--- src/rtl/qes_pkg.sv ---
// Package: shared constants, codes and the command type for the quadrature encoder speed block.
`default_nettype none
package qes_pkg;
    localparam int TIMER_WIDTH = 16;
    localparam int COUNT_WIDTH = 32;
    localparam int CPR_WIDTH   = 16;
    localparam int SCALE_WIDTH = 32;
    localparam int DEN_WIDTH   = TIMER_WIDTH + CPR_WIDTH;
    localparam int DIV_STEPS   = SCALE_WIDTH;
    localparam int DIV_CNT_W   = $clog2(DIV_STEPS);
    localparam int OUT_WIDTH   = 104;

    localparam logic [1:0] MODE_TICK = 2'd0;
    localparam logic [1:0] MODE_A    = 2'd1;
    localparam logic [1:0] MODE_B    = 2'd2;

    localparam logic [1:0] DIR_NONE = 2'd0;
    localparam logic [1:0] DIR_FWD  = 2'd1;
    localparam logic [1:0] DIR_REV  = 2'd3;

    localparam logic REG_CPR   = 1'b0;
    localparam logic REG_SCALE = 1'b1;

    localparam logic [CPR_WIDTH-1:0]   CPR_RESET   = CPR_WIDTH'(1024);
    localparam logic [SCALE_WIDTH-1:0] SCALE_RESET = SCALE_WIDTH'(65536);

    typedef struct packed {
        logic accept;
        logic load_den;
        logic div_step;
        logic load_out;
    } qes_cmd_t;
endpackage
`default_nettype wire

--- src/rtl/quadrature_encoder_speed_top.sv ---
// Top level: quadrature encoder decoder with period-based Q16.16 speed output.
// An accepted input passes the multiply state, the 32-step bit-serial restoring divider and
// the done state before its result is offered on m_tvalid; no new input is taken meanwhile.
// The next input is taken while a finished result still waits on the output register.
// Reset (aresetn, synchronous, active low) clears encoder state and valid flags
// and restores the config defaults.
`default_nettype none
module quadrature_encoder_speed_top (
    input  wire logic                            aclk,
    input  wire logic                            aresetn,
    input  wire logic                            s_tvalid,
    output logic                                 s_tready,
    input  wire logic [7:0]                      s_tdata,  // [0] pin_level
    input  wire logic [1:0]                      s_tuser,  // [1:0] mode
    output logic                                 m_tvalid,
    input  wire logic                            m_tready,
    // [31:0] a_edges, [63:32] b_edges, [65:64] turn_sense, [97:66] shaft_speed
    output logic [qes_pkg::OUT_WIDTH-1:0]        m_tdata,
    input  wire logic                            cfg_wr_en,
    input  wire logic                            cfg_index,
    input  wire logic [qes_pkg::SCALE_WIDTH-1:0] cfg_wdata
);
    qes_pkg::qes_cmd_t cmd;

    qes_ctrl u_ctrl (
        .aclk     (aclk),
        .aresetn  (aresetn),
        .s_tvalid (s_tvalid),
        .s_tready (s_tready),
        .m_tready (m_tready),
        .m_tvalid (m_tvalid),
        .cmd      (cmd)
    );

    qes_datapath u_datapath (
        .aclk      (aclk),
        .aresetn   (aresetn),
        .cmd       (cmd),
        .mode      (s_tuser),
        .pin_level (s_tdata[0]),
        .cfg_wr_en (cfg_wr_en),
        .cfg_index (cfg_index),
        .cfg_wdata (cfg_wdata),
        .out_data  (m_tdata)
    );
endmodule
`default_nettype wire

--- src/rtl/qes_ctrl.sv ---
// Controller: sequences state update, multiply, bit-serial divide and output transfer.
`default_nettype none
module qes_ctrl (
    input  wire logic             aclk,
    input  wire logic             aresetn,
    input  wire logic             s_tvalid,
    output logic                  s_tready,
    input  wire logic             m_tready,
    output logic                  m_tvalid,
    output qes_pkg::qes_cmd_t     cmd
);
    typedef enum logic [1:0] {
        ST_IDLE,
        ST_MUL,
        ST_DIV,
        ST_DONE
    } state_t;

    state_t                         state_reg;
    logic [qes_pkg::DIV_CNT_W-1:0]  cnt_reg;
    logic                           m_tvalid_reg;
    logic                           out_free;

    assign out_free = !m_tvalid_reg || m_tready;
    assign s_tready = (state_reg == ST_IDLE);
    assign m_tvalid = m_tvalid_reg;

    always_comb begin
        cmd          = '0;
        cmd.accept   = (state_reg == ST_IDLE) && s_tvalid;
        cmd.load_den = (state_reg == ST_MUL);
        cmd.div_step = (state_reg == ST_DIV);
        cmd.load_out = (state_reg == ST_DONE) && out_free;
    end

    always_ff @(posedge aclk) begin
        if (!aresetn) begin
            state_reg    <= ST_IDLE;
            cnt_reg      <= '0;
            m_tvalid_reg <= 1'b0;
        end else begin
            if (cmd.load_out) begin
                m_tvalid_reg <= 1'b1;
            end else if (m_tready) begin
                m_tvalid_reg <= 1'b0;
            end
            case (state_reg)
                ST_IDLE: begin
                    if (s_tvalid) begin
                        state_reg <= ST_MUL;
                    end
                end
                ST_MUL: begin
                    cnt_reg   <= '0;
                    state_reg <= ST_DIV;
                end
                ST_DIV: begin
                    cnt_reg <= cnt_reg + 1'b1;
                    if (cnt_reg == qes_pkg::DIV_CNT_W'(qes_pkg::DIV_STEPS - 1)) begin
                        state_reg <= ST_DONE;
                    end
                end
                ST_DONE: begin
                    if (out_free) begin
                        state_reg <= ST_IDLE;
                    end
                end
                default: begin
                    state_reg <= ST_IDLE;
                end
            endcase
        end
    end
endmodule
`default_nettype wire

--- src/rtl/qes_datapath.sv ---
// Datapath: encoder state, configuration, span multiply, restoring divider and output register.
`default_nettype none
module qes_datapath (
    input  wire logic                              aclk,
    input  wire logic                              aresetn,
    input  wire qes_pkg::qes_cmd_t                 cmd,
    input  wire logic [1:0]                        mode,
    input  wire logic                              pin_level,
    input  wire logic                              cfg_wr_en,
    input  wire logic                              cfg_index,
    input  wire logic [qes_pkg::SCALE_WIDTH-1:0]   cfg_wdata,
    output logic [qes_pkg::OUT_WIDTH-1:0]          out_data
);
    localparam int TW = qes_pkg::TIMER_WIDTH;
    localparam int CW = qes_pkg::COUNT_WIDTH;
    localparam int DW = qes_pkg::DEN_WIDTH;
    localparam int SW = qes_pkg::SCALE_WIDTH;

    logic [qes_pkg::CPR_WIDTH-1:0] cpr_reg;
    logic [SW-1:0]                 scale_reg;
    logic                          a_level_reg;
    logic                          b_level_reg;
    logic [TW-1:0]                 elapsed_reg;
    logic [TW-1:0]                 period_reg;
    logic [CW-1:0]                 a_count_reg;
    logic [CW-1:0]                 b_count_reg;
    logic [1:0]                    dir_reg;
    logic [DW-1:0]                 den_reg;
    logic [DW-1:0]                 rem_reg;
    logic [SW-1:0]                 quo_reg;
    logic [qes_pkg::OUT_WIDTH-1:0] out_reg;

    logic [TW-1:0] span;
    logic [DW:0]   trial;
    logic          fits;
    logic [SW-1:0] mag;
    logic [31:0]   speed;

    assign span  = (period_reg > elapsed_reg) ? period_reg : elapsed_reg;
    assign trial = {rem_reg, quo_reg[SW-1]};
    assign fits  = (trial >= {1'b0, den_reg});

    always_comb begin
        if (quo_reg[SW-1] && (quo_reg[SW-2:0] != '0)) begin
            mag = {1'b1, {(SW-1){1'b0}}};
        end else begin
            mag = quo_reg;
        end
        case (dir_reg)
            qes_pkg::DIR_FWD: speed = mag[SW-1] ? 32'h7FFF_FFFF : 32'(mag);
            qes_pkg::DIR_REV: speed = 32'(-mag);
            default:          speed = 32'd0;
        endcase
    end

    always_ff @(posedge aclk) begin
        if (!aresetn) begin
            cpr_reg     <= qes_pkg::CPR_RESET;
            scale_reg   <= qes_pkg::SCALE_RESET;
            a_level_reg <= 1'b0;
            b_level_reg <= 1'b0;
            elapsed_reg <= '0;
            period_reg  <= '0;
            a_count_reg <= '0;
            b_count_reg <= '0;
            dir_reg     <= qes_pkg::DIR_NONE;
        end else begin
            if (cfg_wr_en) begin
                case (cfg_index)
                    qes_pkg::REG_CPR:   cpr_reg   <= cfg_wdata[qes_pkg::CPR_WIDTH-1:0];
                    qes_pkg::REG_SCALE: scale_reg <= cfg_wdata;
                    default: ;
                endcase
            end
            if (cmd.accept) begin
                case (mode)
                    qes_pkg::MODE_TICK: begin
                        if (elapsed_reg != '1) begin
                            elapsed_reg <= elapsed_reg + 1'b1;
                        end
                    end
                    qes_pkg::MODE_A: begin
                        a_level_reg <= pin_level;
                        if (pin_level) begin
                            period_reg  <= elapsed_reg;
                            elapsed_reg <= '0;
                        end
                        if (pin_level ^ b_level_reg) begin
                            a_count_reg <= a_count_reg + 1'b1;
                            dir_reg     <= qes_pkg::DIR_FWD;
                        end else begin
                            a_count_reg <= a_count_reg - 1'b1;
                            dir_reg     <= qes_pkg::DIR_REV;
                        end
                    end
                    qes_pkg::MODE_B: begin
                        b_level_reg <= pin_level;
                        if (pin_level ~^ a_level_reg) begin
                            b_count_reg <= b_count_reg + 1'b1;
                            dir_reg     <= qes_pkg::DIR_FWD;
                        end else begin
                            b_count_reg <= b_count_reg - 1'b1;
                            dir_reg     <= qes_pkg::DIR_REV;
                        end
                    end
                    default: ;
                endcase
            end
        end
    end

    always_ff @(posedge aclk) begin
        if (cmd.load_den) begin
            den_reg <= DW'(span * cpr_reg);
            rem_reg <= '0;
            quo_reg <= scale_reg;
        end else if (cmd.div_step) begin
            rem_reg <= fits ? DW'(trial - {1'b0, den_reg}) : trial[DW-1:0];
            quo_reg <= {quo_reg[SW-2:0], fits};
        end
        if (cmd.load_out) begin
            out_reg <= {6'd0, speed, dir_reg, 32'($signed(b_count_reg)),
                        32'($signed(a_count_reg))};
        end
    end

    assign out_data = out_reg;
endmodule
`default_nettype wire

--- config.mk ---
export PLATFORM = sky130hd
export DESIGN_NAME = quadrature_encoder_speed_top
export DESIGN_NICKNAME = d
export VERILOG_FILES = /design/src/rtl/qes_pkg.sv /design/src/rtl/quadrature_encoder_speed_top.sv /design/src/rtl/qes_ctrl.sv /design/src/rtl/qes_datapath.sv
export SDC_FILE = /design/constraint.sdc
export NUM_CORES = 1
export LEC_CHECK = 0
export BUFFER_PORTS_ARGS = -buffer_cell sky130_fd_sc_hd__buf_2
export CAP_MARGIN = 25
export CORE_MARGIN = 10
export CORE_UTILIZATION = 68
export CTS_CLUSTER_DIAMETER = 80
export DETAILED_ROUTE_END_ITERATION = 6
export GPL_ROUTABILITY_DRIVEN = 1
export HOLD_SLACK_MARGIN = 0.15
export PLACE_DENSITY_LB_ADDON = 0.3
export SKIP_LAST_GASP = 1
export SLEW_MARGIN = 20
export SYNTH_ARGS = -nofsm -noshare
export SYNTH_HDL_FRONTEND = slang
export SYNTH_SLANG_ARGS = --single-unit
--- constraint.sdc ---
create_clock -name aclk -period 15.2 [get_ports aclk]
set_clock_uncertainty 0.15 [all_clocks]
set_input_delay 2.28 -clock aclk [delete_from_list [all_inputs] [get_ports aclk]]
set_output_delay 2.28 -clock aclk [all_outputs]
set_load 0.005 [all_outputs]
* Word level (Yosys, flattened, before mapping)
Index checks and enable logic that the tools add are counted. W data, S select, Z words.
Cells by class: add/sub/neg operators 8, $mul 1, magnitude comparators 2, equality and inequality tests 14, muxes and demuxes 22, bitwise operators 3, reduce and logical (&&, ||, !) cells 20
Operators by type and width (count):
- $mux W32 | 6
- $add A32 B1 Y32 const B | 2
- $pmux W32 S2 | 1
- $sub A32 B1 Y32 const B | 2
- $mux W16 | 3
- $ge A33 B32 Y1 | 1
- $mul A16 B16 Y32 | 1
- $neg A32 Y32 | 1
- $pmux W16 S2 | 1
- $sub A32 B32 Y32 | 1
- $mux W31 | 1
- $reduce_bool A31 Y1 | 1
- $add A16 B1 Y16 const B | 1
- $gt A16 B16 Y1 | 1
- $ne A16 B16 Y1 const B | 1
- $mux W2 | 5
- $pmux W5 S2 | 1
- $reduce_and A2 Y1 | 5
- $eq A2 B2 Y1 const B | 4
- $pmux W2 S4 | 1
- $reduce_bool A2 Y1 | 4
- $eq A2 B1 Y1 const B | 3
- $ne A2 B1 Y1 const B | 3
- $reduce_and A3 Y1 | 2
- other kinds (13) | 18
Word-level totals: register bits after elaboration 350, input port bits 48, output and inout bits 106

* Logic depth before layout (Yosys ltp)
Gate-level depths: netlist of the first run.
depth after elaboration 5, mapped depth 37, depth with buffers taken out 35

* Cells and area by module
From an unflattened synthesis of the first run, not the netlist that was laid out.
Unflattened totals: cell total of the unflattened synthesis 2978, area, all modules 27367.5 um^2
Modules (own cells, without submodules):
- qes_datapath | instances 1, cells each 2926, area an instance 26893.3 um^2, sequential area each 8468.1 um^2
- qes_ctrl | instances 1, cells each 52, area an instance 474.2 um^2, sequential area each 160.2 um^2

* Least setup slack after synthesis of the first run
OpenSTA, ideal clock, no wires.
kind register to register, start reg u_datapath.elapsed_reg[1], end reg u_datapath.den_reg[30] (data pin), setup time 0.258 ns, arrival time 7.924 ns, setup slack 6.869 ns, stages on the path, launching flop included 34, cells stage by stage dfxtp_1 -> inv_1 -> ha_1 -> nor2b_1 -> o21a_1 -> o21a_1 -> o21a_1 -> o21a_1 -> o211ai_1 -> a21o_1 -> a31o_2 -> buf_2 -> buf_2 -> mux2_2 -> clkbuf_1 -> nand2_1 -> fa_1 -> fa_1 -> inv_1 -> fa_1 -> fa_1 -> fa_1 -> inv_1 -> fa_1 -> inv_1 -> ha_1 -> or3_1 -> nor4_1 -> o21ai_0 -> a41oi_1 -> o2111ai_1 -> a31o_2 -> a21oi_1 -> xnor2_1
Between the ends: cells in the longest elaborated chain, start to end 3
RTL lines:
- start, declared | RTL line qes_datapath.sv:23 | logic [TW-1:0] elapsed_reg;
- start signal, assigned | RTL line qes_datapath.sv:79 | elapsed_reg <= elapsed_reg + 1'b1;
- $gt A16 B16 Y1 | RTL line qes_datapath.sv:39 | assign span = (period_reg > elapsed_reg) ? period_reg : elapsed_reg;
- $mux W16 (*) | RTL line qes_datapath.sv:39
- $mul A16 B16 Y32 (*) | RTL line qes_datapath.sv:114 | den_reg <= DW'(span * cpr_reg);
- end signal, assigned | RTL line qes_datapath.sv:114
- end, declared | RTL line qes_datapath.sv:28 | logic [DW-1:0] den_reg;
Every way passes the cells marked *; elsewhere a longest branch is shown, timed or not. A chain may end at the register's enable or synchronous reset.

* Worst setup path in the final report of the first run
start reg u_datapath.elapsed_reg[1], end reg u_datapath.den_reg[29] (data pin)
The elaborated chain is that of the path after synthesis.

==> impl_metrics.toml, run 1 <==
[pwr]
irDropWorstVdd_v = 0.0000811
p_per_area_nw_per_um2 = 121
power.leakage_nw = 13.2

[synthesis]
synth.avg_cell_area_um2 = 9.02
synth.distinct_cells = 79
syn_area_um2 = 27500
yosys_register_bits = 350
synthCells = 3050
synth_top_area_frac = 0.177
ys_seq_area_frac = 0.314
synth_edf_count = 162
async_flop_share = 0
synthTopCellsByArea = "edfxtp_1 (18%), fa_1 (14%), dfxtp_1 (14%)"
synthTopCellsByCount = "nand2_1 (444), inv_1 (313), a21oi_1 (251)"
synth_top_flop_cell = "dfxtp_1"
yosysMostFrequentCell = "nand2_1"
yosys.area.top_type = "edfxtp_1"
ys_warn_count = 0

[cts]
cts_root_buffer = "clkbuf_16"
clock_sinks = 350
cts_tree = "done"
postCtsSetupBuffers = 0
ctsHtreeMaxLevel = 2
clkLatencyLatePin_ns = 0.57
numCtsBuffers = 38
postCtsResizedCells = 0
clockBufferDepth = 3
clkTransAtPathRegs_ns = 0.06
ctsHoldBuffers = 0

[critical_path]
worst-endpoint-required_ns = 15.37
worst_setup_path_end_kind = "flip-flop"
slowest_stage = "mux2_2"
worst_ep_arrival_time_ns = 9.52
r2r_end = "u_datapath.den_reg[29]"
worst_setup_path_start_kind = "flip-flop"
cp-startpoint = "u_datapath.elapsed_reg[1]"
endpoint = "u_datapath.den_reg[29]"
cp_max_fo = 16
reg2regPathDepth = 32
slowest_delay_ns = 0.54
r2r_start = "u_datapath.elapsed_reg[1]"
r2r_setup_slack_ns = 5.85
critPathKind = "flip-flop to flip-flop"

[placed_design]
dp_hpwl_um = 47400
place.gp.congestion = 0.913
dp_slack_ns = 6.00
portBuffers = 140
place_area_um2 = 28500

[global_route]
antenna_found_initial = 2
first_global_vias = 23000
overflow = 0
grt_max_degree = 94
track_usage = 0.266
grt_pass1_wl_um = 111000

[finish]
fin_util = 0.747
stdcell_area_um2 = 29700
largest_reg_flops = 98
drive_gt1_frac = 0.0930
syn_to_final_growth_pct = 8.12
nets = 3577

[sta]
slew_headroom = 0.306
rsz0062_at_grt = "false"
final_max_slew_viol_count = 0
finalCritPeriodShare = 0.615
hold_violations = 0
setup_tns_ns = 0
worst_slew_pin_slew_ns = 1.04
setup_viol = 0
fmax_mhz = 107
setup_ws_ns = 5.85
fin_crit_ns = 9.35

[detailed_routing]
drt-total-wl_um = 65900
avgRoutedWirePerCell_um = 18.0
drc_errors = 0
first_iter_violations = 2001
viasPerCell = 6.11
ant_nets = 0
drtPass1Iterations = 6
vias = 22400

[die]
row_count = 73
io_pins = 154
start_util = 0.691
die_x_um = 221
die-area_um2 = 48900
chipHeight_um = 221
core_um2 = 39800

[flow_run]
cap_violations = 0

[hold_path]
hp-class = "flip-flop to flip-flop"

[outcome]
outcome = "completed"
## power breakdown
part | switching [mW] | internal, mW | total (mW)
Sequential | 0.150 | 1.20 | 1.35
Combinational | 0.789 | 0.524 | 1.31
Clock | 0.393 | 0.535 | 0.928
Total | 1.33 | 2.26 | 3.59
## final cells by class
type                            count  area, um2
Multi-Input combinational cell   2249      17200
Inverter                          314       1180
Clock buffer                       47       1060
Timing Repair Buffer              156        825
Tap cell                          525        657
Fill cell                        2828      10100
Sequential cell                   350       8630
Clock inverter                     23        196
Antenna cell                        2       5.00
## worst min-delay path by stage
stage                               start                  endpoint  cells after the start  slack [ns]
2_1_floorplan       u_datapath.dir_reg[0]   u_datapath.out_data[64]                      0        0.26
3_3_place_gp   u_datapath.a_count_reg[31]   u_datapath.out_data[31]                      0        0.29
3_5_place_dp   u_datapath.a_count_reg[31]   u_datapath.out_data[31]                      0        0.29
4_1_cts          u_datapath.scale_reg[29]  u_datapath.scale_reg[29]                      2        0.31
5_1_grt        u_datapath.b_count_reg[20]   u_datapath.out_data[52]                      0        0.32
6_report         u_datapath.scale_reg[30]  u_datapath.scale_reg[30]                      2        0.31
## cell usage in the layout (no fill, tap or decap), types with 15 or more instances in the layout
cell type  instances
a211oi_1          41
a21o_1            63
a21oi_1          251
a31oi_1           26
and2_1           118
and3_1            16
buf_2            140
buf_4             15
clkbuf_16         41
dfxtp_1          188
edfxtp_1         162
fa_1             197
ha_1             221
inv_1            312
mux2_2            46
mux2i_1           20
nand2_1          443
nand2b_1          24
nand3_1           50
nand4_1           27
nor2_1           154
nor2b_1           38
nor3_1            37
nor4_1            19
o211ai_1          15
o21a_1            22
o21ai_0          127
o21bai_1          17
or3_1             20
xnor2_1           82
xor2_1            27
## per-stage QoR
| step | hold slack (ns) | std cells | power [mW] |
|---|---|---|---|
| final | 0.307 | 3666 | 3.59 |
| after global placement | 0.290 | 3594 | 2.58 |
| after CTS | 0.306 | 3664 | 3.58 |
| after global routing | 0.324 | 3666 | 3.81 |
| after detailed placement | 0.292 | 3594 | 2.64 |
| after floorplan | 0.256 | 3055 | 2.33 |
## cell families (layout without fill, tap and decap cells)
family,Yosys count,in the layout,share of synthesized area
simple gates,990,990,0.170
compound gates,658,658,0.147
buf+inv,456,540,0.0635
fa+ha+maj,420,420,0.245
flops,350,350,0.314
xor+xnor,109,109,0.0347
mux,66,66,0.0261
other cells,1,8,0.000136
## per-layer routing
metal / wire length [um] / vias to the layer above / share of wire / track usage
met3: 4720 / 171 / 0.072 / 0.0418
li1: - / 10500 / - / -
met5: 0 / - / 0 / 0
met2: 32400 / 875 / 0.49 / 0.459
met4: 2020 / 0 / 0.031 / 0.104
met1: 26700 / 10800 / 0.41 / 0.328
## worst max-delay path, delay by kind of cell (launching register included)
kind,cells,cell delay [ns]
AO/OA/AOI/OAI,15,3.91
adder cells (fa/ha/maj),8,3.34
buffers and inverters,5,0.28
flip-flops,1,0.40
multiplexers,1,0.54
AND/OR/NAND/NOR,3,0.44
No activity file was read; power rests on OpenSTA's default activity.
==> run 2, diff against run 1 <==
--- a/config.mk
+++ b/config.mk
@@ -8,7 +8,7 @@
 export BUFFER_PORTS_ARGS = -buffer_cell sky130_fd_sc_hd__buf_2
 export CAP_MARGIN = 25
 export CORE_MARGIN = 10
-export CORE_UTILIZATION = 68
+export CORE_UTILIZATION = 63
 export CTS_CLUSTER_DIAMETER = 80
 export DETAILED_ROUTE_END_ITERATION = 6
 export GPL_ROUTABILITY_DRIVEN = 1
==> constraint.sdc (replaced) <==
create_clock -name aclk -period 9.2 [get_ports aclk]
set_clock_uncertainty 0.15 [all_clocks]
set_input_delay 1.38 -clock aclk [delete_from_list [all_inputs] [get_ports aclk]]
set_output_delay 1.38 -clock aclk [all_outputs]
set_load 0.005 [all_outputs]
==> run 2 against run 1 <==
Compared with the run above:
- first-iteration DRC count shrank 0.60%
- setup slack got worse by 5.4 ns
- fmax up 6.3%
- register-to-register slack worse by 5.4 ns
- clock power is 63% higher
- wire length decreased by 0.92%
- critical path depth unchanged
==> impl_metrics.toml, run 2 (synthesized netlist as in run 1, its figures left out) <==
[critical_path]
slowest_stage = "fa_1"
reg2regPathDepth = 32
worst_ep_arrival_time_ns = 8.98
cp_max_fo = 16
worst-endpoint-required_ns = 9.38
worst_setup_path_start_kind = "flip-flop"
worst_setup_path_end_kind = "flip-flop"
critPathKind = "flip-flop to flip-flop"
slowest_delay_ns = 0.54

[finish]
layout_common_cells = "nand2_1 (443), inv_1 (312), a21oi_1 (251), ha_1 (221), fa_1 (197)"
final_common_cell = "nand2_1"
syn_to_final_growth_pct = 8.73
nets = 3589
antenna_cells = 0
drive_gt1_frac = 0.0950
fillers = 3315
largest_reg_flops = 98

[pwr]
irDropWorstVdd_v = 0.000152
p_seq_frac = 0.377
p_comb_frac = 0.368
p_int_mw = 3.74
p_sw_mw = 2.17
power.share.clock = 0.255
p_sw_frac = 0.368
p_per_area_nw_per_um2 = 198
power.leakage_nw = 13.2

[global_route]
grt_max_degree = 88
overflow = 0
antenna_found_initial = 0
grt_pass1_wl_um = 109000
first_global_vias = 22300
track_usage = 0.246

[cts]
ctsHoldBuffers = 0
clock_sinks = 350
cts_root_buffer = "clkbuf_16"
clkTransAtPathRegs_ns = 0.06
cts_tree = "done"
clkLatencyLatePin_ns = 0.56
numCtsBuffers = 38
ctsHtreeMaxLevel = 2
clockBufferDepth = 3

[detailed_routing]
first_iter_violations = 1989
avgRoutedWirePerCell_um = 17.5
ant_nets = 0
drt-total-wl_um = 65300
vias = 22200
drc_errors = 0
drtPass1Iterations = 6
viasPerCell = 5.94

[die]
chipHeight_um = 229
start_util = 0.639
die-area_um2 = 52400
row_count = 76
core_um2 = 43100
io_pins = 154
die_x_um = 229

[placed_design]
portBuffers = 140
dp_hpwl_um = 47800
place.gp.congestion = 0.914

[sta]
finalCritPeriodShare = 0.957
fin_crit_ns = 8.80
slew_headroom = 0.301
final_max_slew_viol_count = 0
setup_viol = 0
fmax_mhz = 114
timing.hold.ws_ns = 0.303
hold_violations = 0
setup_tns_ns = 0
worst_slew_pin_slew_ns = 1.05

[hold_path]
hp-class = "flip-flop to flip-flop"
hold_depth = 2

[flow_run]
cap_violations = 0

[outcome]
outcome = "completed"
## run 2: changes by cell type in the layout (fill, tap and decap cells not counted), moves of 2 or more
cell,change
buf_4,+11
diode_2,-2
mux2_4,+7
clkinvlp_4,-3
clkinv_4,-2
clkbuf_16,-2
clkbuf_1,+3
mux2_2,-7
## run 2: per-layer routing
metal | GRT usage | routed length (um)
met3 | 0.0382 | 4230
met2 | 0.429 | 32200
met4 | 0.0751 | 1560
met5 | 0 | 0
met1 | 0.310 | 27300
## run 2: final timing paths
path	slack (ns)	startpoint	to
worst max-delay path	0.40	u_datapath.elapsed_reg[1]	u_datapath.den_reg[29]
worst min-delay path	0.30	u_datapath.scale_reg[23]	u_datapath.scale_reg[23]
worst min register to register	0.30	u_datapath.scale_reg[23]	u_datapath.scale_reg[23]
worst max register to register	0.40	u_datapath.elapsed_reg[1]	u_datapath.den_reg[29]
## run 2: repair_timing
action                                  in CTS  in global routing
endpoints found under the setup margin       0                  6
resized for setup                            0                 12
setup buffers                                0                  5
## run 2: final cells by class
| cell class | count | area, um2 | area share |
|---|---|---|---|
| Multi-Input combinational cell | 2250 | 17200 | 0.576 |
| Sequential cell | 350 | 8630 | 0.288 |
| Inverter | 314 | 1180 | 0.0395 |
| Clock buffer | 49 | 1030 | 0.0346 |
| Timing Repair Buffer | 167 | 916 | 0.0306 |
| Tap cell | 585 | 732 | 0.0245 |
| Clock inverter | 19 | 176 | 0.00590 |
## run 2: power groups by stage
stage | clock network (mW) | registers [mW] | logic [mW]
3_3_place_gp | 0 | 2.24 | 2.05
4_1_cts | 1.53 | 2.22 | 2.14
2_1_floorplan | 0 | 2.16 | 1.69
5_1_grt | 1.59 | 2.26 | 2.41
3_5_place_dp | 0 | 2.25 | 2.13
6_report | 1.51 | 2.23 | 2.17
## run 2: worst max-delay path, delay by kind of cell (launching register included)
family	cells	cell delay, ns
buf+inv	5	0.30
mux	1	0.52
compound gates	15	3.44
simple gates	3	0.45
fa+ha+maj	8	3.31
flops	1	0.40
## run 2: through the flow
step / instance area [um2] / instances / power [mW] / util / setup WS (ns)
6_report: 29900 / 3734 / 5.91 / 0.694 / 0.400
3_3_place_gp: 28600 / 3660 / 4.29 / 0.664 / 0.398
3_5_place_dp: 28600 / 3660 / 4.38 / 0.664 / 0.180
4_1_cts: 29800 / 3728 / 5.89 / 0.692 / 0.133
5_1_grt: 29900 / 3734 / 6.25 / 0.694 / -0.0343
2_1_floorplan: 27500 / 3055 / 3.85 / - / 0.869
==> run 3, diff against run 2 <==
--- a/config.mk
+++ b/config.mk
@@ -5,12 +5,12 @@
 export SDC_FILE = /design/constraint.sdc
 export NUM_CORES = 1
 export LEC_CHECK = 0
-export BUFFER_PORTS_ARGS = -buffer_cell sky130_fd_sc_hd__buf_2
 export CAP_MARGIN = 25
 export CORE_MARGIN = 10
-export CORE_UTILIZATION = 63
+export CORE_UTILIZATION = 66
 export CTS_CLUSTER_DIAMETER = 80
 export DETAILED_ROUTE_END_ITERATION = 6
+export DONT_BUFFER_PORTS = 1
 export GPL_ROUTABILITY_DRIVEN = 1
 export HOLD_SLACK_MARGIN = 0.15
 export PLACE_DENSITY_LB_ADDON = 0.3
==> run 3 against run 2 <==
Compared with the run above:
- fmax hardly changed
- total power hardly changed
- global-route usage is 1.1 points higher
- critical path type unchanged
- critical endpoint is now u_datapath.den_reg[30]
- largest power group unchanged
==> impl_metrics.toml, run 3 (synthesized netlist as in run 1, its figures left out) <==
[pwr]
power.share.clock = 0.265
p_sw_frac = 0.370
irDropWorstVdd_v = 0.000189
p_seq_frac = 0.381
power_mw = 5.91
p_per_area_nw_per_um2 = 203
power.leakage_nw = 12.7
p_int_mw = 3.72
p_sw_mw = 2.19
p_comb_frac = 0.354

[placed_design]
dp_hpwl_um = 47300
place_inst = 3467
portBuffers = 0
place_area_um2 = 27800
place.gp.congestion = 0.955

[die]
io_pins = 154
die_x_um = 224
row_count = 74
die-area_um2 = 50200
chipHeight_um = 224
start_util = 0.671
core_um2 = 41000

[detailed_routing]
drt-total-wl_um = 64000
ant_nets = 0
avgRoutedWirePerCell_um = 18.1
vias = 21700
first_iter_violations = 2111
drc_errors = 0
drtPass1Iterations = 7
viasPerCell = 6.12

[cts]
clkTransAtPathRegs_ns = 0.07
ctsHtreeMaxLevel = 2
clockBufferDepth = 3
ctsHoldBuffers = 0
postCtsResizedCells = 0
clock_sinks = 350
cts_tree = "done"
numCtsBuffers = 39
postCtsSetupBuffers = 0
cts_root_buffer = "clkbuf_16"
clkLatencyLatePin_ns = 0.57

[finish]
layout_common_cells = "nand2_1 (443), inv_1 (312), a21oi_1 (251), ha_1 (221), fa_1 (197)"
largest_reg_flops = 98
stdcell_area_um2 = 29200
stdcell_count = 3539
nets = 3445
antenna_cells = 0
drive_gt1_frac = 0.0535
syn_to_final_growth_pct = 6.04
final_common_cell = "nand2_1"
fin_util = 0.711

[critical_path]
worst_setup_path_start_kind = "flip-flop"
cp_top_family = "adder cells"
worst-endpoint-required_ns = 9.35
slowest_delay_ns = 0.56
critPathKind = "flip-flop to flip-flop"
critPathBufInv = 5
cp_max_fo = 16
worst_ep_arrival_time_ns = 8.94
worst_setup_path_end_kind = "flip-flop"
path_common_cell = "fa_1"
slowest_stage = "mux2_2"

[global_route]
first_global_vias = 22100
grt_max_degree = 95
track_usage = 0.257
antenna_found_initial = 0
grt_pass1_wl_um = 108000
overflow = 0

[sta]
rsz0062_at_grt = "true"
final_max_slew_viol_count = 0
worst_slew_pin_slew_ns = 0.979
setup_tns_ns = 0
finalCritPeriodShare = 0.956
slew_headroom = 0.346
hold_violations = 0
fmax_mhz = 114
fin_crit_ns = 8.80
setup_viol = 0

[hold_path]
hp-class = "flip-flop to flip-flop"

[flow_run]
cap_violations = 0

[outcome]
outcome = "completed"
==> run 3: cell count changes in the layout (fill, tap and decap cells not counted), sizes merged <==
cell	change
inv	+5
clkinvlp	+3
clkbuf	-2
clkinv	-3
a31o	-1
buf	-144
==> run 3: final cells by class <==
| type | count | area, um2 |
|---|---|---|
| multi-input cells | 2249 | 17200 |
| fillers | 2993 | 11800 |
| flip-flops and latches | 350 | 8630 |
| inverters | 314 | 1180 |
| clock buffers | 47 | 1050 |
| well taps | 532 | 666 |
| clock inverters | 24 | 240 |
| repair buffers | 23 | 193 |
==> run 3: path summary, 6_finish.rpt <==
kind                              from  slack, ns  cells after the start                       end
max reg2reg  u_datapath.elapsed_reg[1]       0.40                     31    u_datapath.den_reg[30]
min           u_datapath.scale_reg[15]       0.30                      2  u_datapath.scale_reg[15]
min reg2reg   u_datapath.scale_reg[15]       0.30                      2  u_datapath.scale_reg[15]
max          u_datapath.elapsed_reg[1]       0.40                     31    u_datapath.den_reg[30]
==> run 3: power by group through the flow <==
stage          registers [mW]  logic [mW]  clock network (mW)
5_1_grt                  2.28        2.34                1.65
6_report                 2.25        2.09                1.57
3_3_place_gp             2.26        1.96                   0
3_5_place_dp             2.27        2.05                   0
4_1_cts                  2.24        2.07                1.59
2_1_floorplan            2.16        1.69                   0
==> run 3: metal layers <==
layer  track usage  vias up  routed length [um]
li1              -    10200                   -
met1         0.314    10400               25500
met2         0.448      820               31600
met5             0        -                   0
met3        0.0496      165                5000
met4        0.0860        0                1910
==> run 3: tightest hold or removal path, cell delays in order (launching register included) <==
cell and delay, ns:
dfxtp_1 0.31, nand2_1 0.05, a21oi_1 0.05
==> run 3: metrics by stage <==
step	hold WS, ns	worst slack, ns
finish	0.303	0.405
floorplan	0.256	0.869
global placement	0.281	0.408
CTS	0.303	0.217
global route	0.327	-0.0715
detailed placement	0.294	0.271
